`src/rtl/ogr_pkg.sv`:
```
package ogr_pkg;

    // Grid geometry
    localparam int GRID_W   = 32;
    localparam int GRID_H   = 32;
    localparam int GRID_MAX = (GRID_W > GRID_H) ? GRID_W : GRID_H;
    localparam int GX_W     = $clog2(GRID_W);
    localparam int GY_W     = $clog2(GRID_H);
    localparam int GM_W     = $clog2(GRID_MAX);
    localparam int CELLS    = GRID_W * GRID_H;
    localparam int ADDR_W   = $clog2(CELLS);
    localparam int RG_W     = GM_W + 1;

    // Grid conversion numerator: 2p +/- size - 2*origin + n*cell_size
    localparam int NUM_SPAN = GRID_MAX * 4095 + 98302 + 65536;
    localparam int NUM_W    = $clog2(NUM_SPAN + 1);
    localparam int SW       = NUM_W + 1;
    localparam int CW       = NUM_W + 2;

    localparam int QDEPTH   = 2;
    localparam int QPTR_W   = $clog2(QDEPTH);

    localparam logic signed [15:0] WORLD_MAX_X = 16'sd12800;
    localparam logic signed [15:0] WORLD_MAX_Y = 16'sd9600;

    // Request types
    localparam logic [2:0] REQ_CLR_LM  = 3'd0;
    localparam logic [2:0] REQ_POINT   = 3'd1;
    localparam logic [2:0] REQ_LINE    = 3'd2;
    localparam logic [2:0] REQ_CIRCLE  = 3'd3;
    localparam logic [2:0] REQ_RECT    = 3'd4;
    localparam logic [2:0] REQ_EXPLORE = 3'd5;
    localparam logic [2:0] REQ_QUERY   = 3'd6;
    localparam logic [2:0] REQ_CLR_ALL = 3'd7;

    // Configuration register indexes
    localparam logic [1:0] CFG_CELL_SIZE = 2'd0;
    localparam logic [1:0] CFG_ORIGIN_X  = 2'd1;
    localparam logic [1:0] CFG_ORIGIN_Y  = 2'd2;

    // Cell states
    localparam logic [1:0] ST_UNKNOWN  = 2'd0;
    localparam logic [1:0] ST_EXPLORED = 2'd1;
    localparam logic [1:0] ST_OCCUPIED = 2'd2;

    // Back-end operations
    localparam logic [3:0] OP_SKIP    = 4'd0;
    localparam logic [3:0] OP_POINT   = 4'd1;
    localparam logic [3:0] OP_LINE    = 4'd2;
    localparam logic [3:0] OP_CIRC    = 4'd3;
    localparam logic [3:0] OP_RECT    = 4'd4;
    localparam logic [3:0] OP_EXPL    = 4'd5;
    localparam logic [3:0] OP_QUERY   = 4'd6;
    localparam logic [3:0] OP_CLR_LM  = 4'd7;
    localparam logic [3:0] OP_CLR_ALL = 4'd8;

    typedef struct packed {
        logic [1:0] st;
        logic       lm;
        logic [7:0] cnt;
        logic [7:0] conf;
    } t_cell;

    typedef struct packed {
        logic [11:0]        csz;
        logic signed [15:0] org_x;
        logic signed [15:0] org_y;
    } t_cfg;

    typedef struct packed {
        logic [3:0]         op;
        logic [GX_W-1:0]    x0;
        logic [GX_W-1:0]    x1;
        logic [GY_W-1:0]    y0;
        logic [GY_W-1:0]    y1;
        logic [7:0]         conf;
        logic signed [15:0] px;
        logic signed [15:0] py;
        logic [14:0]        m;
    } t_cmd;

endpackage

```
`src/rtl/ogr_fifo.sv`:
```
module ogr_fifo (
    input  logic          i_clk,
    input  logic          i_rst_n,
    input  logic          i_push_valid,
    output logic          o_push_ready,
    input  ogr_pkg::t_cmd i_data,
    output logic          o_pop_valid,
    input  logic          i_pop_ready,
    output ogr_pkg::t_cmd o_data
);

    ogr_pkg::t_cmd                 r_mem [ogr_pkg::QDEPTH];
    logic [ogr_pkg::QPTR_W-1:0]    r_wp, r_rp;
    logic [ogr_pkg::QPTR_W:0]      r_cnt;
    logic                          w_push, w_pop;

    assign o_push_ready = (r_cnt != (ogr_pkg::QPTR_W+1)'(ogr_pkg::QDEPTH));
    assign o_pop_valid  = (r_cnt != '0);
    assign o_data       = r_mem[r_rp];
    assign w_push       = i_push_valid && o_push_ready;
    assign w_pop        = o_pop_valid && i_pop_ready;

    always_ff @(posedge i_clk) begin
        if (!i_rst_n) begin
            r_wp  <= '0;
            r_rp  <= '0;
            r_cnt <= '0;
        end else begin
            if (w_push) begin
                r_wp <= (r_wp == ogr_pkg::QPTR_W'(ogr_pkg::QDEPTH - 1)) ? '0 :
                        r_wp + ogr_pkg::QPTR_W'(1);
            end
            if (w_pop) begin
                r_rp <= (r_rp == ogr_pkg::QPTR_W'(ogr_pkg::QDEPTH - 1)) ? '0 :
                        r_rp + ogr_pkg::QPTR_W'(1);
            end
            if (w_push && !w_pop) begin
                r_cnt <= r_cnt + (ogr_pkg::QPTR_W+1)'(1);
            end else if (w_pop && !w_push) begin
                r_cnt <= r_cnt - (ogr_pkg::QPTR_W+1)'(1);
            end
        end
    end

    always_ff @(posedge i_clk) begin
        if (w_push) begin
            r_mem[r_wp] <= i_data;
        end
    end

endmodule

```
`config.mk`:
```
export PLATFORM = sky130hd
export DESIGN_NAME = ogr_fifo
export DESIGN_NICKNAME = d
export VERILOG_FILES = /design/src/rtl/ogr_pkg.sv /design/src/rtl/ogr_fifo.sv
export SDC_FILE = /design/constraint.sdc
export NUM_CORES = 1
export LEC_CHECK = 0
export BUFFER_PORTS_ARGS = -buffer_cell sky130_fd_sc_hd__buf_2
export CORE_MARGIN = 2
export CORE_UTILIZATION = 50
export DETAILED_ROUTE_END_ITERATION = 10
export HOLD_SLACK_MARGIN = 0.12
export PLACE_DENSITY_LB_ADDON = 0.2
export REMOVE_ABC_BUFFERS = 1
export SETUP_SLACK_MARGIN = 0.4
export SKIP_CTS_REPAIR_TIMING = 1
export SYNTH_ARGS = -nofsm -noshare
export SYNTH_HDL_FRONTEND = slang
export SYNTH_SLANG_ARGS = --single-unit
```
`constraint.sdc`:
```
create_clock -name i_clk -period 6.6 [get_ports i_clk]
set_input_delay 0.66 -clock i_clk [delete_from_list [all_inputs] [get_ports i_clk]]
set_output_delay 0.66 -clock i_clk [all_outputs]
set_load 0.01 [all_outputs]
```
After elaboration in Yosys (flattened, before gate mapping)
Memories as Yosys holds them, arrays and structs flattened. A register that Yosys moved wholly into a read port is not among the register bits.
Cells that the tools add are included.
{"block": "totals", "ff_bits": 4, "input_bits": 83, "n_memories": 1, "ram_bits": 158}
{"block": "classes", "n_eq_ne": 1, "addsub": 4, "mux": 8, "reduce_logical": 8}
{"name": "r_mem", "depth": 2, "word_bits": 79, "rd": 1, "rd_ports_with_merged_regs": 1, "write_ports": 1, "line_no": "ogr_fifo.sv:12", "text": "ogr_pkg::t_cmd r_mem [ogr_pkg::QDEPTH];"}
{"operator": "1-bit two-way mux", "count": 6}
{"operator": "1-bit logical AND", "count": 4}
{"operator": "2-bit two-way mux", "count": 2}
{"operator": "2-bit nonzero test", "count": 2}
{"operator": "1-bit adder (second input constant)", "count": 2}
{"operator": "2-bit by 1-bit adder with 2-bit output (second input constant)", "count": 1}
{"operator": "1-bit zero test", "count": 2}
{"operator": "2-bit != test (second input constant)", "count": 1}
{"operator": "2-bit by 1-bit subtractor with 2-bit output (second input constant)", "count": 1}

Logic depth before layout (Yosys ltp)
{"block": "depth", "depth_word": 6, "mapped_depth": 6}

Worst setup path after synthesis
No wires, ideal clock.
{"block": "synth_timing", "kind": "input port to flip-flop", "from": "in i_push_valid", "to": "mem r_mem[1][0] (netlist bit), enable pin", "path_buffers": 0, "t_arrival_ps": 2553, "path_slack_ps": 3601, "setup_ps": 446, "cell_stages": 1, "path_cell_list": "and3_1"}
{"block": "synth_via", "elab_chain_len": 3}
{"item": "from (decl)", "line_no": "ogr_fifo.sv:4", "text": "input logic i_push_valid,"}
{"item": "1-bit logical AND", "line_no": "ogr_fifo.sv:20", "text": "assign w_push = i_push_valid && o_push_ready;"}
{"item": "1-bit two-way mux", "line_no": "ogr_fifo.sv:46", "text": "if (w_push) begin"}
{"item": "1-bit two-way mux (not written as such)", "line_no": "ogr_fifo.sv:47", "text": "r_mem[r_wp] <= i_data;"}
{"item": "to (decl)", "line_no": "ogr_fifo.sv:12"}
No other way between the ends.

==> summary.txt <==
Syn Inst Count - 270
Tightest Pin Transition - 1.136 ns
Simple-gate share of the synthesized area - 0.01088
Fill cells - 832
H-tree levels - 4
Hold_sp - i_data[16]
Crit-path max FO - 79
Fmax - 357.3 MHz
Area grow syn2layout - 24.74%
Vias in the first global route - 3026
# setup viols final - 0
Die W - 113.3 microns
Number of distinct library cells after synthesis - 21
Post-synthesis compound-gate area fraction - 0.005860
FP Rows - 39
Combinational share of power - 0.208
Sequential Power Share - 0.484
R2R setup slack - 4.45 ns
Max IR drop VDD - 265.6 uV
I/O Pins - 164
Synth area leader - edfxtp_1
Initial antenna violation count - 0
Synth top cells by count - edfxtp_1 (158), mux2_2 (69), mux2_4 (10)
Clk pwr share - 0.308
Crit. End Element - output port
Xor/xnor cell area share of the yosys netlist - 0.004395
Routed Antenna Nets - 0
IO buf count - 163
Critical Path Sink - o_data[38]
CTS Buf Count - 17
DR vias - 2994
Clock root buffer master - clkbuf_16
Largest net degree at the start of global routing - 80
Final net count - 528
Main synth FF type - edfxtp_1
Setup TNS - 0 ns
Syn. warnings - 0
Async S/R FF share, synth - 0
Placed Area - 6927 sq um
Count of endpoints failing hold in the final timing report - 0
Min cycle time layout - 2.799 ns
Area share of the largest cell type after synthesis - 0.7936
Worst Setup Start Kind - flip-flop
CTS tree - done
Gp weighted congestion - 0.7053
Ant. Diodes - 0
Final wirelength - 9790 microns
Max-cap viol count - 0
First-pass GRT wire length - 14540 microns
Int Power - 2165 uW
Final worst-path cycle share - 0.4241
Number of clock sinks - 163
Worst Path Required - 5.94 ns
Max Slew Vio Count - 0
EDFF count, synth - 158
Core area - 11560 sq um
Share of cells above drive strength 1 - 0.5969
Clock Skew - 0.004677 ns
Global route overflow - 0
Relative slew slack - 0.2426
R2R Path End - r_mem[0][54]
Clock buffer depth - 2
Status - complete, no violations
Worst hold margin - 0.4317 ns
Sequential area share after synthesis - 0.8104
Mapped cell area - 5978 sq um
Worst skew pair latency - 0.41 ns
Critical path class - flip-flop to output port
Final core occ - 0.6448
DRC errors left - 0
Vias per std cell - 5.015
Combinational family with the most area after synthesis - multiplexers
Count leader, synth - edfxtp_1
Die Y - 113.3 microns
Adder and majority cell fraction of the synthesized area - 0.002093
CTS clk-pin slew, worst paths - 0.06 ns
Synth area leaders - edfxtp_1 (79%), mux2_2 (13%), mux2_4 (2.5%)
GRT Total Usage - 0.1537
Sw Pwr - 727.1 uW
RSZ-0062 raised after global routing - no
Starting Density - 0.5169
Post-route cell area - 7457 sq um
Drt pass-1 iters - 4
Sw Ratio - 0.2514
Die ar. - 12850 sq um
Crit path DAT - 2.14 ns
FF+latch count, synth - 163
Cells on worst reg2reg path - 4
Avg Inst Size Synth - 22.14 sq um
Post-synthesis mux area share - 0.1551
Drt wl/cell - 16.40 microns
Worst Hold Class - input pin to flip-flop
P_leak - 0.002805 uW
Dpl hpwl - 5979 microns
PD cells - 387.9 nW/um^2
DR iter-0 viols - 225
Reg-to-reg startpoint - r_cnt[0]
## cell families (layout without fill, tap and decap cells)
logic type               Yosys count  count (layout)
flip-flops                       163             163
AO/OA/AOI/OAI                      5               5
adder cells (fa/ha/maj)            1               1
XOR/XNOR                           3               3
buffers and inverters             10             194
AND/OR/NAND/NOR                    9               9
multiplexers                      79              79
## metal layers
metal / routed length (microns) / vias up / share of wire / track usage
li1: - / 1414 / - / -
met1: 4071 / 1461 / 0.42 / 0.1869
met2: 4868 / 105 / 0.50 / 0.2431
met3: 685 / 14 / 0.070 / 0.05838
met4: 164 / 0 / 0.017 / 0.07561
met5: 0 / - / 0 / 0
## layout make-up
cell class	count	area [sq um]	area share
sequential	163	4848	0.6502
multi-input combinational	97	1071	0.1436
clock inverter	7	86.33	0.01158
tap	143	178.9	0.02399
clock buffer	22	444.2	0.05956
inverter	1	5.005	0.0006711
timing repair buffer	164	823.3	0.1104
## cell usage in the layout, fill, tap and decap left out, types with 2 or more instances in the layout
cell / count
buf_2: 163
mux2_2: 69
mux2_4: 10
clkbuf_16: 17
edfxtp_1: 158
and2_1: 4
clkinv_2: 3
clkinv_1: 2
xnor2_1: 2
dfxtp_1: 4
bufinv_16: 2
clkbuf_1: 5
## registers in the layout, indices dropped and copies added (netlist names), named ones only
register and flops:
r_mem 158, r_rp 1, r_wp 1, r_cnt 2
## how the worst min path moves through the flow
stage / to / slack [ns] / cells past startpoint
after global routing: r_mem[0][3] / 0.41 / 1
after CTS: r_mem[0][46] / 0.41 / 1
after global placement: r_cnt[1] / 0.53 / 2
after floorplan: r_cnt[1] / 0.51 / 2
after detailed placement: r_cnt[1] / 0.56 / 2
final: r_mem[1][16] / 0.43 / 1
## through the flow
| stage | std cells | setup slack (ns) | power [uW] |
|---|---|---|---|
| 2_1_floorplan | 261 | 3.341 | 1794 |
| 3_5_place_dp | 568 | 4.216 | 2033 |
| 6_report | 597 | 3.801 | 2892 |
| 4_1_cts | 597 | 3.761 | 2927 |
| 5_1_grt | 597 | 3.661 | 3017 |
| 3_3_place_gp | 568 | 4.209 | 2023 |
## critical path: stages, from the launching register on
cell     delay, ns
dfxtp_4       1.07
mux2_2        0.44
buf_2         0.14
## power by group through the flow
| stage | Combinational (uW) | Clock, uW | Sequential [uW] |
|---|---|---|---|
| floorplan | 399 | 0 | 1400 |
| global placement | 606 | 0 | 1420 |
| detailed placement | 608 | 0 | 1420 |
| CTS | 611 | 912 | 1400 |
| global route | 649 | 948 | 1420 |
| finish | 601 | 892 | 1400 |
Note: power is estimated with default switching activity, not from simulation.
