<file path="src/rtl/ogr_pkg.sv">
package ogr_pkg;

    // Grid geometry
    localparam int GRID_W   = 32;
    localparam int GRID_H   = 32;
    localparam int GRID_MAX = (GRID_W > GRID_H) ? GRID_W : GRID_H;
    localparam int GX_W     = $clog2(GRID_W);
    localparam int GY_W     = $clog2(GRID_H);
    localparam int GM_W     = $clog2(GRID_MAX);
    localparam int CELLS    = GRID_W * GRID_H;
    localparam int ADDR_W   = $clog2(CELLS);
    localparam int RG_W     = GM_W + 1;

    // Grid conversion numerator: 2p +/- size - 2*origin + n*cell_size
    localparam int NUM_SPAN = GRID_MAX * 4095 + 98302 + 65536;
    localparam int NUM_W    = $clog2(NUM_SPAN + 1);
    localparam int SW       = NUM_W + 1;
    localparam int CW       = NUM_W + 2;

    localparam int QDEPTH   = 2;
    localparam int QPTR_W   = $clog2(QDEPTH);

    localparam logic signed [15:0] WORLD_MAX_X = 16'sd12800;
    localparam logic signed [15:0] WORLD_MAX_Y = 16'sd9600;

    // Request types
    localparam logic [2:0] REQ_CLR_LM  = 3'd0;
    localparam logic [2:0] REQ_POINT   = 3'd1;
    localparam logic [2:0] REQ_LINE    = 3'd2;
    localparam logic [2:0] REQ_CIRCLE  = 3'd3;
    localparam logic [2:0] REQ_RECT    = 3'd4;
    localparam logic [2:0] REQ_EXPLORE = 3'd5;
    localparam logic [2:0] REQ_QUERY   = 3'd6;
    localparam logic [2:0] REQ_CLR_ALL = 3'd7;

    // Configuration register indexes
    localparam logic [1:0] CFG_CELL_SIZE = 2'd0;
    localparam logic [1:0] CFG_ORIGIN_X  = 2'd1;
    localparam logic [1:0] CFG_ORIGIN_Y  = 2'd2;

    // Cell states
    localparam logic [1:0] ST_UNKNOWN  = 2'd0;
    localparam logic [1:0] ST_EXPLORED = 2'd1;
    localparam logic [1:0] ST_OCCUPIED = 2'd2;

    // Back-end operations
    localparam logic [3:0] OP_SKIP    = 4'd0;
    localparam logic [3:0] OP_POINT   = 4'd1;
    localparam logic [3:0] OP_LINE    = 4'd2;
    localparam logic [3:0] OP_CIRC    = 4'd3;
    localparam logic [3:0] OP_RECT    = 4'd4;
    localparam logic [3:0] OP_EXPL    = 4'd5;
    localparam logic [3:0] OP_QUERY   = 4'd6;
    localparam logic [3:0] OP_CLR_LM  = 4'd7;
    localparam logic [3:0] OP_CLR_ALL = 4'd8;

    typedef struct packed {
        logic [1:0] st;
        logic       lm;
        logic [7:0] cnt;
        logic [7:0] conf;
    } t_cell;

    typedef struct packed {
        logic [11:0]        csz;
        logic signed [15:0] org_x;
        logic signed [15:0] org_y;
    } t_cfg;

    typedef struct packed {
        logic [3:0]         op;
        logic [GX_W-1:0]    x0;
        logic [GX_W-1:0]    x1;
        logic [GY_W-1:0]    y0;
        logic [GY_W-1:0]    y1;
        logic [7:0]         conf;
        logic signed [15:0] px;
        logic signed [15:0] py;
        logic [14:0]        m;
    } t_cmd;

endpackage

</file>
<file path="src/rtl/ogr_if.sv">
interface ogr_req_if;
    logic               valid;
    logic               ready;
    logic [2:0]         req_type;
    logic signed [15:0] pos_x;
    logic signed [15:0] pos_y;
    logic signed [15:0] end_x;
    logic signed [15:0] end_y;
    logic               line_has_ends;
    logic [14:0]        size_x;
    logic [14:0]        size_y;
    logic [7:0]         confidence;

    modport source (output valid, req_type, pos_x, pos_y, end_x, end_y, line_has_ends,
                    size_x, size_y, confidence, input ready);
    modport sink (input valid, req_type, pos_x, pos_y, end_x, end_y, line_has_ends,
                  size_x, size_y, confidence, output ready);
endinterface


</file>
<file path="src/rtl/ogr_front.sv">
module ogr_front (
    input  logic          i_clk,
    input  logic          i_rst_n,
    ogr_req_if.sink       i_req,
    input  ogr_pkg::t_cfg i_cfg,
    input  logic          i_hold,
    output ogr_pkg::t_cmd o_cmd,
    output logic          o_cmd_valid,
    input  logic          i_cmd_ready
);

    localparam logic [1:0] F_IDLE = 2'd0;
    localparam logic [1:0] F_LOAD = 2'd1;
    localparam logic [1:0] F_DIV  = 2'd2;
    localparam logic [1:0] F_PUSH = 2'd3;
    localparam int CNT_W = $clog2(ogr_pkg::NUM_W + 1);

    logic [1:0] r_state, n_state;

    logic [3:0]         r_op;
    logic signed [15:0] r_px, r_py, r_ex, r_ey;
    logic [14:0]        r_szx, r_szy;
    logic [7:0]         r_conf;
    logic [1:0]         r_k;
    logic [2:0]         r_nconv;

    logic [ogr_pkg::GM_W-1:0]  r_g [4];
    logic [ogr_pkg::RG_W-1:0]  r_rg;
    logic [12:0]               r_rem;
    logic [ogr_pkg::NUM_W-1:0] r_quo;
    logic                      r_neg;
    logic [CNT_W-1:0]          r_cnt;

    logic                       w_accept;
    logic                       w_skip;
    logic [3:0]                 w_op;
    logic [2:0]                 w_nconv;
    logic signed [15:0]         w_p, w_org;
    logic [14:0]                w_sz, w_m;
    logic [ogr_pkg::NUM_W-1:0]  w_nc, w_nc_x, w_nc_y, w_num_circ;
    logic signed [ogr_pkg::SW-1:0] w_p2, w_num_s;
    logic [13:0]                w_trial, w_d;
    logic [ogr_pkg::GM_W-1:0]   w_lim, w_gq;
    logic [ogr_pkg::RG_W-1:0]   w_rq;
    logic [ogr_pkg::RG_W-1:0]   w_clo, w_rlo;
    logic [ogr_pkg::RG_W:0]     w_chi, w_rhi;
    logic [ogr_pkg::GX_W-1:0]   w_xlo, w_xhi;
    logic [ogr_pkg::GY_W-1:0]   w_ylo, w_yhi;

    assign i_req.ready = (r_state == F_IDLE) && !i_hold;
    assign w_accept    = i_req.valid && i_req.ready;

    // Classify the incoming word
    always_comb begin
        w_skip = (i_req.pos_x < 16'sd0) || (i_req.pos_x > ogr_pkg::WORLD_MAX_X) ||
                 (i_req.pos_y < 16'sd0) || (i_req.pos_y > ogr_pkg::WORLD_MAX_Y);
        w_op    = ogr_pkg::OP_SKIP;
        w_nconv = 3'd0;
        unique case (i_req.req_type)
            ogr_pkg::REQ_CLR_LM: begin
                w_op = ogr_pkg::OP_CLR_LM;
            end
            ogr_pkg::REQ_CLR_ALL: begin
                w_op = ogr_pkg::OP_CLR_ALL;
            end
            ogr_pkg::REQ_LINE: begin
                if (i_req.line_has_ends) begin
                    w_op    = ogr_pkg::OP_LINE;
                    w_nconv = 3'd4;
                end else if (!w_skip) begin
                    w_op    = ogr_pkg::OP_POINT;
                    w_nconv = 3'd2;
                end
            end
            ogr_pkg::REQ_POINT: begin
                if (!w_skip) begin
                    w_op    = ogr_pkg::OP_POINT;
                    w_nconv = 3'd2;
                end
            end
            ogr_pkg::REQ_CIRCLE: begin
                w_op    = ogr_pkg::OP_CIRC;
                w_nconv = 3'd3;
            end
            ogr_pkg::REQ_RECT: begin
                w_op    = ogr_pkg::OP_RECT;
                w_nconv = 3'd4;
            end
            ogr_pkg::REQ_EXPLORE: begin
                w_op    = ogr_pkg::OP_EXPL;
                w_nconv = 3'd2;
            end
            ogr_pkg::REQ_QUERY: begin
                w_op    = ogr_pkg::OP_QUERY;
                w_nconv = 3'd2;
            end
            default: begin
                w_op = ogr_pkg::OP_SKIP;
            end
        endcase
    end

    // Numerator of the conversion for step r_k (even steps x, odd steps y)
    assign w_nc_x = ogr_pkg::NUM_W'(ogr_pkg::GRID_W) * ogr_pkg::NUM_W'(i_cfg.csz);
    assign w_nc_y = ogr_pkg::NUM_W'(ogr_pkg::GRID_H) * ogr_pkg::NUM_W'(i_cfg.csz);
    assign w_m    = (r_szx > r_szy) ? r_szx : r_szy;

    always_comb begin
        w_p = r_k[0] ? r_py : r_px;
        if ((r_op == ogr_pkg::OP_LINE) && r_k[1]) begin
            w_p = r_k[0] ? r_ey : r_ex;
        end
        w_sz  = r_k[0] ? r_szy : r_szx;
        w_org = r_k[0] ? i_cfg.org_y : i_cfg.org_x;
        w_nc  = r_k[0] ? w_nc_y : w_nc_x;
        w_p2  = ogr_pkg::SW'($signed({w_p, 1'b0}));
        if (r_op == ogr_pkg::OP_RECT) begin
            if (r_k[1]) begin
                w_p2 = w_p2 + ogr_pkg::SW'($signed({1'b0, w_sz}));
            end else begin
                w_p2 = w_p2 - ogr_pkg::SW'($signed({1'b0, w_sz}));
            end
        end
        w_num_s    = w_p2 - ogr_pkg::SW'($signed({w_org, 1'b0})) + $signed({1'b0, w_nc});
        w_num_circ = ogr_pkg::NUM_W'(w_m) + ogr_pkg::NUM_W'({i_cfg.csz, 1'b0})
                     - ogr_pkg::NUM_W'(1);
    end

    // One restoring-division step per cycle, divisor 2*cell_size
    assign w_d     = {1'b0, i_cfg.csz, 1'b0};
    assign w_trial = {r_rem, r_quo[ogr_pkg::NUM_W-1]};

    // Clamp the quotient into the grid
    always_comb begin
        w_lim = r_k[0] ? ogr_pkg::GM_W'(ogr_pkg::GRID_H - 1) :
                         ogr_pkg::GM_W'(ogr_pkg::GRID_W - 1);
        if (r_neg) begin
            w_gq = '0;
        end else if (r_quo > ogr_pkg::NUM_W'(w_lim)) begin
            w_gq = w_lim;
        end else begin
            w_gq = r_quo[ogr_pkg::GM_W-1:0];
        end
        if (r_quo > ogr_pkg::NUM_W'(ogr_pkg::GRID_MAX)) begin
            w_rq = ogr_pkg::RG_W'(ogr_pkg::GRID_MAX);
        end else begin
            w_rq = r_quo[ogr_pkg::RG_W-1:0];
        end
    end

    // Circle window around the center cell
    always_comb begin
        w_clo = (ogr_pkg::RG_W'(r_g[0]) >= r_rg) ? ogr_pkg::RG_W'(r_g[0]) - r_rg : '0;
        w_rlo = (ogr_pkg::RG_W'(r_g[1]) >= r_rg) ? ogr_pkg::RG_W'(r_g[1]) - r_rg : '0;
        w_chi = (ogr_pkg::RG_W+1)'(r_g[0]) + (ogr_pkg::RG_W+1)'(r_rg);
        w_rhi = (ogr_pkg::RG_W+1)'(r_g[1]) + (ogr_pkg::RG_W+1)'(r_rg);
        if (w_chi > (ogr_pkg::RG_W+1)'(ogr_pkg::GRID_W - 1)) begin
            w_chi = (ogr_pkg::RG_W+1)'(ogr_pkg::GRID_W - 1);
        end
        if (w_rhi > (ogr_pkg::RG_W+1)'(ogr_pkg::GRID_H - 1)) begin
            w_rhi = (ogr_pkg::RG_W+1)'(ogr_pkg::GRID_H - 1);
        end
        w_xlo = w_clo[ogr_pkg::GX_W-1:0];
        w_ylo = w_rlo[ogr_pkg::GY_W-1:0];
        w_xhi = w_chi[ogr_pkg::GX_W-1:0];
        w_yhi = w_rhi[ogr_pkg::GY_W-1:0];
    end

    // Build the command for the back end
    always_comb begin
        o_cmd      = '0;
        o_cmd.op   = r_op;
        o_cmd.conf = r_conf;
        o_cmd.px   = r_px;
        o_cmd.py   = r_py;
        o_cmd.m    = w_m;
        o_cmd.x0   = r_g[0][ogr_pkg::GX_W-1:0];
        o_cmd.y0   = r_g[1][ogr_pkg::GY_W-1:0];
        o_cmd.x1   = r_g[2][ogr_pkg::GX_W-1:0];
        o_cmd.y1   = r_g[3][ogr_pkg::GY_W-1:0];
        if (r_op == ogr_pkg::OP_CIRC) begin
            o_cmd.x0 = w_xlo;
            o_cmd.x1 = w_xhi;
            o_cmd.y0 = w_ylo;
            o_cmd.y1 = w_yhi;
        end else if ((r_op == ogr_pkg::OP_CLR_LM) || (r_op == ogr_pkg::OP_CLR_ALL)) begin
            o_cmd.x0 = '0;
            o_cmd.y0 = '0;
            o_cmd.x1 = ogr_pkg::GX_W'(ogr_pkg::GRID_W - 1);
            o_cmd.y1 = ogr_pkg::GY_W'(ogr_pkg::GRID_H - 1);
        end
    end

    assign o_cmd_valid = (r_state == F_PUSH);

    always_comb begin
        n_state = r_state;
        unique case (r_state)
            F_IDLE: begin
                if (w_accept) begin
                    n_state = (w_nconv == 3'd0) ? F_PUSH : F_LOAD;
                end
            end
            F_LOAD: begin
                n_state = F_DIV;
            end
            F_DIV: begin
                if (r_cnt == '0) begin
                    n_state = ({1'b0, r_k} + 3'd1 == r_nconv) ? F_PUSH : F_LOAD;
                end
            end
            F_PUSH: begin
                if (i_cmd_ready) begin
                    n_state = F_IDLE;
                end
            end
            default: begin
                n_state = F_IDLE;
            end
        endcase
    end

    always_ff @(posedge i_clk) begin
        if (!i_rst_n) begin
            r_state <= F_IDLE;
        end else begin
            r_state <= n_state;
        end
    end

    always_ff @(posedge i_clk) begin
        if (w_accept) begin
            r_op    <= w_op;
            r_px    <= i_req.pos_x;
            r_py    <= i_req.pos_y;
            r_ex    <= i_req.end_x;
            r_ey    <= i_req.end_y;
            r_szx   <= i_req.size_x;
            r_szy   <= i_req.size_y;
            r_conf  <= i_req.confidence;
            r_nconv <= w_nconv;
            r_k     <= 2'd0;
        end
        if (r_state == F_LOAD) begin
            r_rem <= '0;
            r_cnt <= CNT_W'(ogr_pkg::NUM_W);
            if ((r_op == ogr_pkg::OP_CIRC) && (r_k == 2'd2)) begin
                r_neg <= 1'b0;
                r_quo <= w_num_circ;
            end else begin
                r_neg <= w_num_s[ogr_pkg::SW-1];
                r_quo <= w_num_s[ogr_pkg::NUM_W-1:0];
            end
        end
        if (r_state == F_DIV) begin
            if (r_cnt != '0) begin
                r_cnt <= r_cnt - CNT_W'(1);
                if (w_trial >= w_d) begin
                    r_rem <= 13'(w_trial - w_d);
                    r_quo <= {r_quo[ogr_pkg::NUM_W-2:0], 1'b1};
                end else begin
                    r_rem <= w_trial[12:0];
                    r_quo <= {r_quo[ogr_pkg::NUM_W-2:0], 1'b0};
                end
            end else begin
                if ((r_op == ogr_pkg::OP_CIRC) && (r_k == 2'd2)) begin
                    r_rg <= w_rq;
                end else begin
                    r_g[r_k] <= w_gq;
                end
                r_k <= r_k + 2'd1;
            end
        end
    end

endmodule

</file>
<file path="src/flat_wrapper.sv">
// flat-port wrapper written by rule: the top's interface ports become plain ports
module ogr_front_flat 
  (i_clk, i_rst_n, i_cfg, i_hold, o_cmd, o_cmd_valid, i_cmd_ready, i_req_valid, i_req_req_type, i_req_pos_x, i_req_pos_y, i_req_end_x, i_req_end_y, i_req_line_has_ends, i_req_size_x, i_req_size_y, i_req_confidence, i_req_ready);
  ogr_req_if i_req_i ();
  input  logic i_clk;
  input  logic i_rst_n;
  input  ogr_pkg::t_cfg i_cfg;
  input  logic i_hold;
  output ogr_pkg::t_cmd o_cmd;
  output logic o_cmd_valid;
  input  logic i_cmd_ready;
  input wire logic [$bits(i_req_i.valid)-1:0] i_req_valid;
  input wire logic [$bits(i_req_i.req_type)-1:0] i_req_req_type;
  input wire logic [$bits(i_req_i.pos_x)-1:0] i_req_pos_x;
  input wire logic [$bits(i_req_i.pos_y)-1:0] i_req_pos_y;
  input wire logic [$bits(i_req_i.end_x)-1:0] i_req_end_x;
  input wire logic [$bits(i_req_i.end_y)-1:0] i_req_end_y;
  input wire logic [$bits(i_req_i.line_has_ends)-1:0] i_req_line_has_ends;
  input wire logic [$bits(i_req_i.size_x)-1:0] i_req_size_x;
  input wire logic [$bits(i_req_i.size_y)-1:0] i_req_size_y;
  input wire logic [$bits(i_req_i.confidence)-1:0] i_req_confidence;
  output wire logic [$bits(i_req_i.ready)-1:0] i_req_ready;
  assign i_req_i.valid = i_req_valid;
  assign i_req_i.req_type = i_req_req_type;
  assign i_req_i.pos_x = i_req_pos_x;
  assign i_req_i.pos_y = i_req_pos_y;
  assign i_req_i.end_x = i_req_end_x;
  assign i_req_i.end_y = i_req_end_y;
  assign i_req_i.line_has_ends = i_req_line_has_ends;
  assign i_req_i.size_x = i_req_size_x;
  assign i_req_i.size_y = i_req_size_y;
  assign i_req_i.confidence = i_req_confidence;
  assign i_req_ready = i_req_i.ready;
  ogr_front u_core (.i_clk(i_clk), .i_rst_n(i_rst_n), .i_req(i_req_i), .i_cfg(i_cfg), .i_hold(i_hold), .o_cmd(o_cmd), .o_cmd_valid(o_cmd_valid), .i_cmd_ready(i_cmd_ready));
endmodule
</file>
<file path="config.mk">
export PLATFORM = sky130hd
export DESIGN_NAME = ogr_front_flat
export DESIGN_NICKNAME = d
export VERILOG_FILES = /design/src/rtl/ogr_pkg.sv /design/src/rtl/ogr_if.sv /design/src/rtl/ogr_front.sv /design/src/flat_wrapper.sv
export SDC_FILE = /design/constraint.sdc
export NUM_CORES = 1
export LEC_CHECK = 0
export ABC_AREA = 1
export BUFFER_PORTS_ARGS = -buffer_cell sky130_fd_sc_hd__buf_2
export CORE_UTILIZATION = 58
export DETAILED_ROUTE_END_ITERATION = 10
export GPL_ROUTABILITY_DRIVEN = 0
export PLACE_DENSITY = 0.82
export SKIP_CTS_REPAIR_TIMING = 1
export SYNTH_ARGS = -nofsm -noshare
export SYNTH_HDL_FRONTEND = slang
export SYNTH_SLANG_ARGS = --single-unit
</file>
<file path="constraint.sdc">
create_clock -name i_clk -period 6.6 [get_ports i_clk]
set_input_delay 1.32 -clock i_clk [delete_from_list [all_inputs] [get_ports i_clk]]
set_output_delay 1.32 -clock i_clk [all_outputs]
set_load 0.01 [all_outputs]
</file>
# [Word level (Yosys, flattened, before mapping)]
# Memory sizes are Yosys's and may differ from the RTL's.
# Index checks and enable logic that the tools add are counted.
[classes] reduce_logical=17 add_sub_neg=14 n_bitwise=1 eq_ne=20 magnitude_cmp=12 muxes=47
[ops] operator="20-bit two-way mux" n=4
[ops] operator="19-bit two-way mux" n=4
[ops] operator="16-bit two-way mux" n=4
[ops] operator="13-bit two-way mux" n=4
[ops] operator="5-bit two-way mux" n=9
[ops] operator="16-bit by 15-bit > comparator with 1-bit output, second input constant" n=2
[ops] operator="16-bit by 1-bit < comparator with 1-bit output, second input constant" n=2
[ops] operator="4-bit one-hot mux with 8 select lines" n=1
[ops] operator="15-bit two-way mux" n=2
[ops] operator="20-bit by 18-bit adder with 20-bit output" n=1
[ops] operator="20-bit by 17-bit subtractor with 20-bit output" n=1
[ops] operator="19-bit by 5-bit > comparator with 1-bit output, second input constant" n=1
[ops] operator="19-bit by 6-bit > comparator with 1-bit output, second input constant" n=1
[ops] operator="19-bit by 1-bit subtractor with 19-bit output, second input constant" n=1
[ops] operator="17-bit by 16-bit adder with 18-bit output" n=1
[ops] operator="2-bit two-way mux" n=9
[ops] operator="17-bit by 16-bit subtractor with 18-bit output" n=1
[ops] operator="15-bit by 13-bit adder with 16-bit output" n=1
[ops] operator="15-bit > comparator" n=1
[ops] operator="3-bit one-hot mux with 5 select lines" n=1
[ops] operator="5-bit by 6-bit adder with 7-bit output" n=2
[ops] operator="14-bit by 13-bit >= comparator with 1-bit output" n=1
[ops] operator="7-bit by 5-bit > comparator with 1-bit output, second input constant" n=2
[ops] operator="13-bit subtractor" n=1
[ops] operator="other kinds (29)" n=54
[totals] ram_bits=20 ff_bits=157 in_bits=155 wordCells=128 output_inout_bits=81 memories=1
[mem_list] memory="u_core.r_g" depth=4 word_bits=5 read_ports=4 rd_ports_with_merged_regs=0 wr=1 line_no="ogr_front.sv:27" rtl="logic [ogr_pkg::GM_W-1:0] r_g [4];"

# [Depth between registers and ports, before layout]
# Gate-level depths: netlist of run 1.
[depth] ltp_word=12 ltp_mapped=38 depth_no_buf=38

# [Worst setup path after synthesis of run 1]
# Ideal clock, no wire load.
[synth_path] kind="reg2reg" from="reg u_core.r_op[3]" to="reg u_core.r_quo[15] (netlist name)" synth_period_minus_slack_ps=4692 stages_incl_launch_ff=30 required_time_ps=6534 slack_ps=1908 arrival_time_ps=4626 path_cell_list="edfxtp_1 nor2_1 nand4_1 buf_2 clkbuf_1 nor2_1 a31oi_1 ha_1 inv_1 a21oi_1 o21ai_0 a31oi_1 nor2_1 o21ai_0 o31ai_1 xor2_1 mux2i_1 fa_1 inv_1 ha_1 a21oi_1 o21ai_0 a21oi_1 nand2_1 a21oi_1 xnor2_1 o21ai_0 inv_1 nand2_1 a21oi_2"
[synth_between] elab_chain_cells=12 elab_cells_between_ends=16
[synth_lines] element="start: declaration" line_no="ogr_front.sv:20" rtl="logic [3:0] r_op;"
[synth_lines] element="start signal: assignment" line_no="ogr_front.sv:233" rtl="r_op <= w_op;"
[synth_lines] element="4-bit by 2-bit == test with 1-bit output" line_no="ogr_front.sv:110" rtl="if ((r_op == ogr_pkg::OP_LINE) && r_k[1]) begin"
[synth_lines] element="1-bit logical AND" line_no="ogr_front.sv:110"
[synth_lines] element="16-bit two-way mux" line_no="ogr_front.sv:110"
[synth_lines] element="17-bit by 16-bit subtractor with 18-bit output / 17-bit by 16-bit adder with 18-bit output (equally long branches)" line_no="ogr_front.sv:121, ogr_front.sv:119"
[synth_lines] element="20-bit two-way mux" line_no="ogr_front.sv:118" rtl="if (r_k[1]) begin"
[synth_lines] element="20-bit two-way mux" line_no="ogr_front.sv:117" rtl="if (r_op == ogr_pkg::OP_RECT) begin"
[synth_lines] element="20-bit by 17-bit subtractor with 20-bit output" line_no="ogr_front.sv:124" rtl="w_num_s = w_p2 - ogr_pkg::SW'($signed({w_org, 1'b0})) + $signed({1'b0, w_nc});"
[synth_lines] element="20-bit by 18-bit adder with 20-bit output" line_no="ogr_front.sv:124"
[synth_lines] element="19-bit two-way mux (*)" line_no="ogr_front.sv:247" rtl="if ((r_op == ogr_pkg::OP_CIRC) && (r_k == 2'd2)) begin"
[synth_lines] element="19-bit two-way mux (*)" line_no="ogr_front.sv:244" rtl="if (r_state == F_LOAD) begin"
[synth_lines] element="19-bit two-way mux" line_no="ogr_front.sv:256" rtl="if (r_cnt != '0) begin"
[synth_lines] element="19-bit two-way mux (*)" line_no="ogr_front.sv:255" rtl="if (r_state == F_DIV) begin"
[synth_lines] element="end signal: assignment" line_no="ogr_front.sv:249" rtl="r_quo <= w_num_circ;"
[synth_lines] element="end signal: assignment" line_no="ogr_front.sv:252" rtl="r_quo <= w_num_s[ogr_pkg::NUM_W-1:0];"
[synth_lines] element="end signal: assignment" line_no="ogr_front.sv:260" rtl="r_quo <= {r_quo[ogr_pkg::NUM_W-2:0], 1'b1};"
[synth_lines] element="end: declaration" line_no="ogr_front.sv:30" rtl="logic [ogr_pkg::NUM_W-1:0] r_quo;"
# Every way passes the cells marked *; elsewhere a longest branch is shown, timed or not.
# A chain may end at the register's enable or synchronous reset.

# [Worst setup path in the final report of run 1]
[layout_path] from="reg u_core.r_k[0]" to="reg u_core.r_quo[15] (netlist name)"
[layout_between] elab_chain_cells=11 elab_cells_between_ends=17
[layout_lines] element="start: declaration" line_no="ogr_front.sv:24" rtl="logic [1:0] r_k;"
[layout_lines] element="start signal: assignment" line_no="ogr_front.sv:271" rtl="r_k <= r_k + 2'd1;"
[layout_lines] element="16-bit two-way mux, on equally long branches" line_no="ogr_front.sv:109, ogr_front.sv:111"
[layout_lines] element="16-bit two-way mux" line_no="ogr_front.sv:110"
[layout_lines] element="17-bit by 16-bit subtractor with 18-bit output / 17-bit by 16-bit adder with 18-bit output (equally long branches)" line_no="ogr_front.sv:121, ogr_front.sv:119"
[layout_lines] element="20-bit two-way mux" line_no="ogr_front.sv:118"
[layout_lines] element="20-bit two-way mux" line_no="ogr_front.sv:117"
[layout_lines] element="20-bit by 17-bit subtractor with 20-bit output" line_no="ogr_front.sv:124"
[layout_lines] element="20-bit by 18-bit adder with 20-bit output" line_no="ogr_front.sv:124"
[layout_lines] element="19-bit two-way mux (*)" line_no="ogr_front.sv:247"
[layout_lines] element="19-bit two-way mux (*)" line_no="ogr_front.sv:244"
[layout_lines] element="19-bit two-way mux" line_no="ogr_front.sv:256"
[layout_lines] element="19-bit two-way mux (*)" line_no="ogr_front.sv:255"
# Marked as above.

==> metrics, run 1 <==
Post-Syn Area between 0.01 and 0.015 sq mm; # clock sinks 177; syn nets 2,037; synth-to-layout area growth 15.4%; syn avg cell area about 7.7 sq um; clock network latency to the later pin of the worst-skew pair 0.46 ns; Max Clk Rate 176 MHz; DIE HEIGHT 154 um; wire per inst approximately 17 um; Buffers on Ports 235; setup_tns 0 ns; HP Class flop to flop; Yosys reg bits about 180; vias in the first global route 11,900; antenna-violating nets left 0; first-pass GRT wire length 59,000 um; nets approximately 2,300; Worst Path Max Fanout 34; clk root buf clkbuf_16; Pleak 0.00738 uW; min Tclk post-route ~5.7 ns; Critical Path End Type flop; Relative slew margins 41.6%; fin. max-slew vios 0; Final Setup Violations 0; Top Ports ~240; chip width 154 um; die area 0.0239 sq mm; CP Class flop to flop; largest net degree at the start of global routing 67; ys flop type edfxtp_1; peak supply drop 0.173 mV; CP startpoint kind flop; synth warn 0; Syn Inst Count 1,746; Reg clk slew, reported paths around 0.08 ns; Core Footprint about 0.023 sq mm; clk_skew 0.0198 ns; Pwr Density 318 mW/mm^2; Crit-path slowest cell dfxtp_2; Synth async-reset ratio 0%; EDFF count, synth 136; via count 12,900; layout cells sized above 1 roughly 17%; crit path DAT 6.06 ns; grt total ovfl 0; run status complete, no violations; Final period util between 80% and 90%; TritonCTS clock tree built; drt total wl 37,500 um; total CTS buffers 17; row cnt 55; Max-Cap Viols 0; Starting Density 59.4%; DRC 0; Seq/Total Area, Yosys 36.4%; Synth cell types 56; Slew @ Worst Pin 0.877 ns; HPWL Detailed slightly below 30,000 um; Detailed Routing Iterations Pass 1 6; vias per cell roughly 5.7; RSZ-0062 raised after global routing false; GRT Resource Usage Total 31.6%; antenna violations before repair 1; Fin. Hold Viols 0; Max clock buf depth 2; Power Total approximately 5000 uW; CTS HTree Levels 4; number of DRC markers in iteration 0 1,250; Worst path max stage delay about 0.61 ns; Critical Path RT 6.99 ns
## where the power goes
group	leakage (uW)	internal (uW)	total [uW]	switching [uW]
Clock	0.000310	536	1100	560
Combinational	0.00545	790	2270	1480
Sequential	0.00161	1450	1590	138
Total	0.00738	2780	4960	2180
## logic make-up (layout without fill, tap and decap cells)
| group | count (synthesis) | in the layout | synth area share [%] |
|---|---|---|---|
| AO/OA/AOI/OAI | 330 | 330 | 13.7 |
| XOR/XNOR | 41 | 41 | 2.66 |
| adder cells (fa/ha/maj) | 136 | 136 | 13.7 |
| buffers and inverters | 293 | 527 | 8.34 |
| flip-flops | 177 | 177 | 36.4 |
| multiplexers | 14 | 14 | 1.04 |
| other | 0 | 1 | 0 |
| AND/OR/NAND/NOR | 755 | 755 | 24.2 |
## worst max-delay path, delay by kind of cell, from the launching register on
family                   cells  cell delay [ns]
flip-flops                   1             0.61
adder cells (fa/ha/maj)      3             1.06
XOR/XNOR                     2             0.34
buffers and inverters        4             0.69
AND/OR/NAND/NOR              8             1.00
AO/OA/AOI/OAI               10             1.77
multiplexers                 1             0.13
## sequential cells by signal, indices dropped and copies added (netlist names), 3 cells and up
| name | count |
|---|---|
| u_core.r_cnt | 5 |
| u_core.r_op | 4 |
| u_core.r_quo | 19 |
| u_core.r_g | 20 |
| u_core.r_px | 16 |
| u_core.r_py | 16 |
| u_core.r_rem | 13 |
| u_core.r_conf | 8 |
| u_core.r_ey | 16 |
| u_core.r_szx | 15 |
| u_core.r_szy | 15 |
| u_core.r_rg | 6 |
| u_core.r_nconv | 3 |
| u_core.r_ex | 16 |
## final timing paths
check                           slack, ns                        to               startpoint  depth (start not counted)
worst min register to register       0.47   u_core.r_cnt[4]$_DFF_P_  u_core.r_cnt[4]$_DFF_P_                          2
worst max register to register       0.93  u_core.r_quo[15]$_DFF_P_    u_core.r_k[0]$_DFF_P_                         28
worst max-delay path                 0.93  u_core.r_quo[15]$_DFF_P_    u_core.r_k[0]$_DFF_P_                         28
worst min-delay path                 0.47   u_core.r_cnt[4]$_DFF_P_  u_core.r_cnt[4]$_DFF_P_                          2
## per-layer routing
metal / GRT usage (%) / wire length, um / vias up
met4: 14.6 / 1590 / 0
li1: - / - / 6299
met3: 5.04 / 2890 / 109
met5: 0 / 0 / -
met1: 39.2 / 14700 / 5851
met2: 54.1 / 18300 / 648
## cell type report
| type | count | area [sq um] |
|---|---|---|
| sequential | 177 | 4910 |
| tap | 285 | 357 |
| multi-input combinational | 1276 | 7460 |
| clock buffer | 17 | 425 |
| inverter | 250 | 941 |
| antenna | 1 | 2.50 |
| fill | 1867 | 7140 |
| timing repair buffer | 245 | 1250 |
| clock inverter | 15 | 221 |
## metrics by stage
stage	setup slack [ns]	instance area (sq um)	cells	util, %	hold slack, ns
finish	0.933	15600	2266	68.5	0.466
CTS	1.08	15600	2265	68.5	0.473
detailed placement	1.12	14900	2233	65.7	0.461
floorplan	1.91	13500	1746	-	0.437
global route	0.382	15600	2266	68.5	0.501
global placement	1.34	14900	2233	65.7	0.446
## cell usage in the layout, fill, tap and decap left out, types with 5 or more instances in the layout
cell type,Yosys,layout
nand2_2,13,13
o211ai_1,9,9
ha_1,116,116
nor4_1,12,11
xnor2_1,16,16
dfxtp_1,41,40
nand3_1,116,116
fa_1,20,20
a31oi_1,14,14
clkinv_8,0,5
nor2_1,138,138
nand2_1,402,402
o22ai_1,10,10
xor2_1,25,25
buf_2,8,235
nand3b_1,5,5
mux2i_1,14,14
nand4_1,16,16
inv_12,0,6
clkbuf_16,0,17
o21ai_0,137,137
o21bai_1,5,5
nor3_1,19,19
edfxtp_1,136,136
inv_1,245,244
buf_4,0,10
or2_2,14,14
nor2_4,5,5
o21ai_1,11,11
o31ai_1,7,7
a21oi_1,105,105
a21o_1,7,7
## Yosys cell counts (9+ instances only)
| master | instances | area share (%) |
|---|---|---|
| a21oi_1 | 105 | 3.9 |
| a31oi_1 | 14 | 0.65 |
| clkbuf_1 | 29 | 0.81 |
| dfxtp_1 | 41 | 6.1 |
| edfxtp_1 | 136 | 30 |
| fa_1 | 20 | 3.0 |
| ha_1 | 116 | 11 |
| inv_1 | 245 | 6.8 |
| mux2i_1 | 14 | 1.0 |
| nand2_1 | 402 | 11 |
| nand2_2 | 13 | 0.60 |
| nand3_1 | 116 | 4.3 |
| nand4_1 | 16 | 0.74 |
| nor2_1 | 138 | 3.8 |
| nor3_1 | 19 | 0.71 |
| nor4_1 | 12 | 0.56 |
| o211ai_1 | 9 | 0.50 |
| o21ai_0 | 137 | 5.1 |
| o21ai_1 | 11 | 0.41 |
| o22ai_1 | 10 | 0.46 |
| or2_2 | 14 | 0.65 |
| xnor2_1 | 16 | 1.0 |
| xor2_1 | 25 | 1.6 |
(Power assumes the default switching activity.)
==> run 2, diff against run 1 <==
REMOVE_ABC_BUFFERS = 1   (was not set)
==> metrics, run 2 (same netlist as run 1, synthesis figures left out) <==
run status complete, no violations; chip width about 150 um; fin. max-slew vios 0; Worst Path Max Fanout 37; peak supply drop between 0.2 and 0.25 mV; synth-to-layout area growth 15.3%; clk root buf clkbuf_16; Top Ports 236; DRC 0; RSZ-0062 raised after global routing false; layout cells sized above 1 16.8%; setup_tns 0 ns; Largest Register u_core.r_g; total CTS buffers 17; antenna-violating nets left 0; crit-path most repeated cell nand2_1; Worst path max stage delay 0.51 ns; GRT busiest layer met2; HP Class flop to flop; Regs by FF count u_core.r_g: 20 flops, u_core.r_quo: 19 flops; Critical path origin u_core.r_k[0]$_DFF_P_; antenna violations before repair 0; FF-to-FF Start u_core.r_k[0]$_DFF_P_; dpl cells 2,233; Reg clk slew, reported paths 0.08 ns; wire per inst around 17 um; TritonCTS clock tree built; Core Footprint 0.0227 sq mm; Finished Layout Cells 2,265; die area 0.0239 sq mm; HPWL Detailed 30,500 um; Max clock buf depth 2; drt total wl just under 40,000 um; CP top delay family simple AND/OR/NAND/NOR gates; commonest non-fill, non-tap cell in the layout nand2_1; # clock sinks between 150 and 200; Slew @ Worst Pin 0.980 ns; number of DRC markers in iteration 0 between 1,500 and 2,000; Final Setup Violations 0; clk_skew between 0.015 and 0.02 ns; DIE HEIGHT 154 um; Pwr Density 322 mW/mm^2; clock network latency to the later pin of the worst-skew pair ~0.46 ns; Critical Path RT 6.94 ns; grt total ovfl 0; crit path DAT between 5 and 6 ns; Crit-path slowest cell fa_1; Final period util 82.1%; Fin. Hold Viols 0; largest net degree at the start of global routing 73; Pleak 0.00737 uW; GRT Resource Usage Total 32.9%; row cnt 55; first-pass GRT wire length 61,500 um; Critical Path End Type flop; via count 13,000; Inserted Diodes 0; Hold Startpoint u_core.r_cnt[4]$_DFF_P_; most frequent cells in the layout nand2_1 (402), inv_1 (244), buf_2 (235); Max-Cap Viols 0; vias per cell around 5.8; CTS HTree Levels 4; Relative slew margins 34.7%; Detailed Routing Iterations Pass 1 6; vias in the first global route approximately 13,000; GR Util met1 40.2%; nets about 2,300; CP startpoint kind flop; CP Class flop to flop; Global Route met2 Usage 56.0%; min Tclk post-route 5.42 ns; max reg flops 20; Critical path buffers and inverters 5; GRT met3 Usage 4.65%; Max Clk Rate 185 MHz; Buffers on Ports 235; Starting Density between 50% and 60%
-- run 2: cell types whose count changed in the layout (fill, tap and decap cells not counted), sizes merged --
cell    previous run  this run
inv              259       258
diode              1         0
clkinv             6         5
bufinv             0         2
-- run 2: worst min-delay path: stages (launching register included) --
cell and delay (ns):
dfxtp_1 0.31, o21ai_0 0.07, nand2_1 0.05
-- run 2: per-layer routing --
layer	vias up	share of wire, %
met1	5872	39
li1	6292	-
met4	0	5.6
met5	-	0
met3	139	8.6
met2	724	47
-- run 2: final cells by class --
class,instances,area [sq um]
repair buffers,245,1250
fillers,1880,7160
flip-flops and latches,177,4910
multi-input cells,1276,7460
clock inverters,15,209
inverters,250,941
clock buffers,17,425
well taps,285,357
-- run 2: worst paths after layout --
kind / endpoint / slack (ns) / cells after the start
worst max-delay path: u_core.r_quo[14]$_DFF_P_ / 1.18 / 32
worst min-delay path: u_core.r_cnt[4]$_DFF_P_ / 0.47 / 2
worst max register to register: u_core.r_quo[14]$_DFF_P_ / 1.18 / 32
worst min register to register: u_core.r_cnt[4]$_DFF_P_ / 0.47 / 2
-- run 2: per-stage QoR --
| stage | area (sq um) | total power, uW | hold slack [ns] | setup WS (ns) | utilization, % |
|---|---|---|---|---|---|
| after floorplan | 13300 | 3200 | 0.437 | 0.309 | - |
| after global placement | 14900 | 3770 | 0.445 | 1.50 | 65.7 |
| after detailed placement | 14900 | 3850 | 0.460 | 1.33 | 65.7 |
| after CTS | 15600 | 4950 | 0.470 | 1.30 | 68.5 |
| after global routing | 15600 | 5330 | 0.497 | 0.713 | 68.5 |
| final | 15600 | 5010 | 0.467 | 1.18 | 68.5 |
-- run 2: power by group --
group	internal (uW)	switching (uW)	total, uW	leakage (uW)
Sequential	1450	142	1590	0.00161
Combinational	790	1530	2320	0.00545
Clock	585	518	1100	0.000309
Total	2830	2190	5010	0.00737
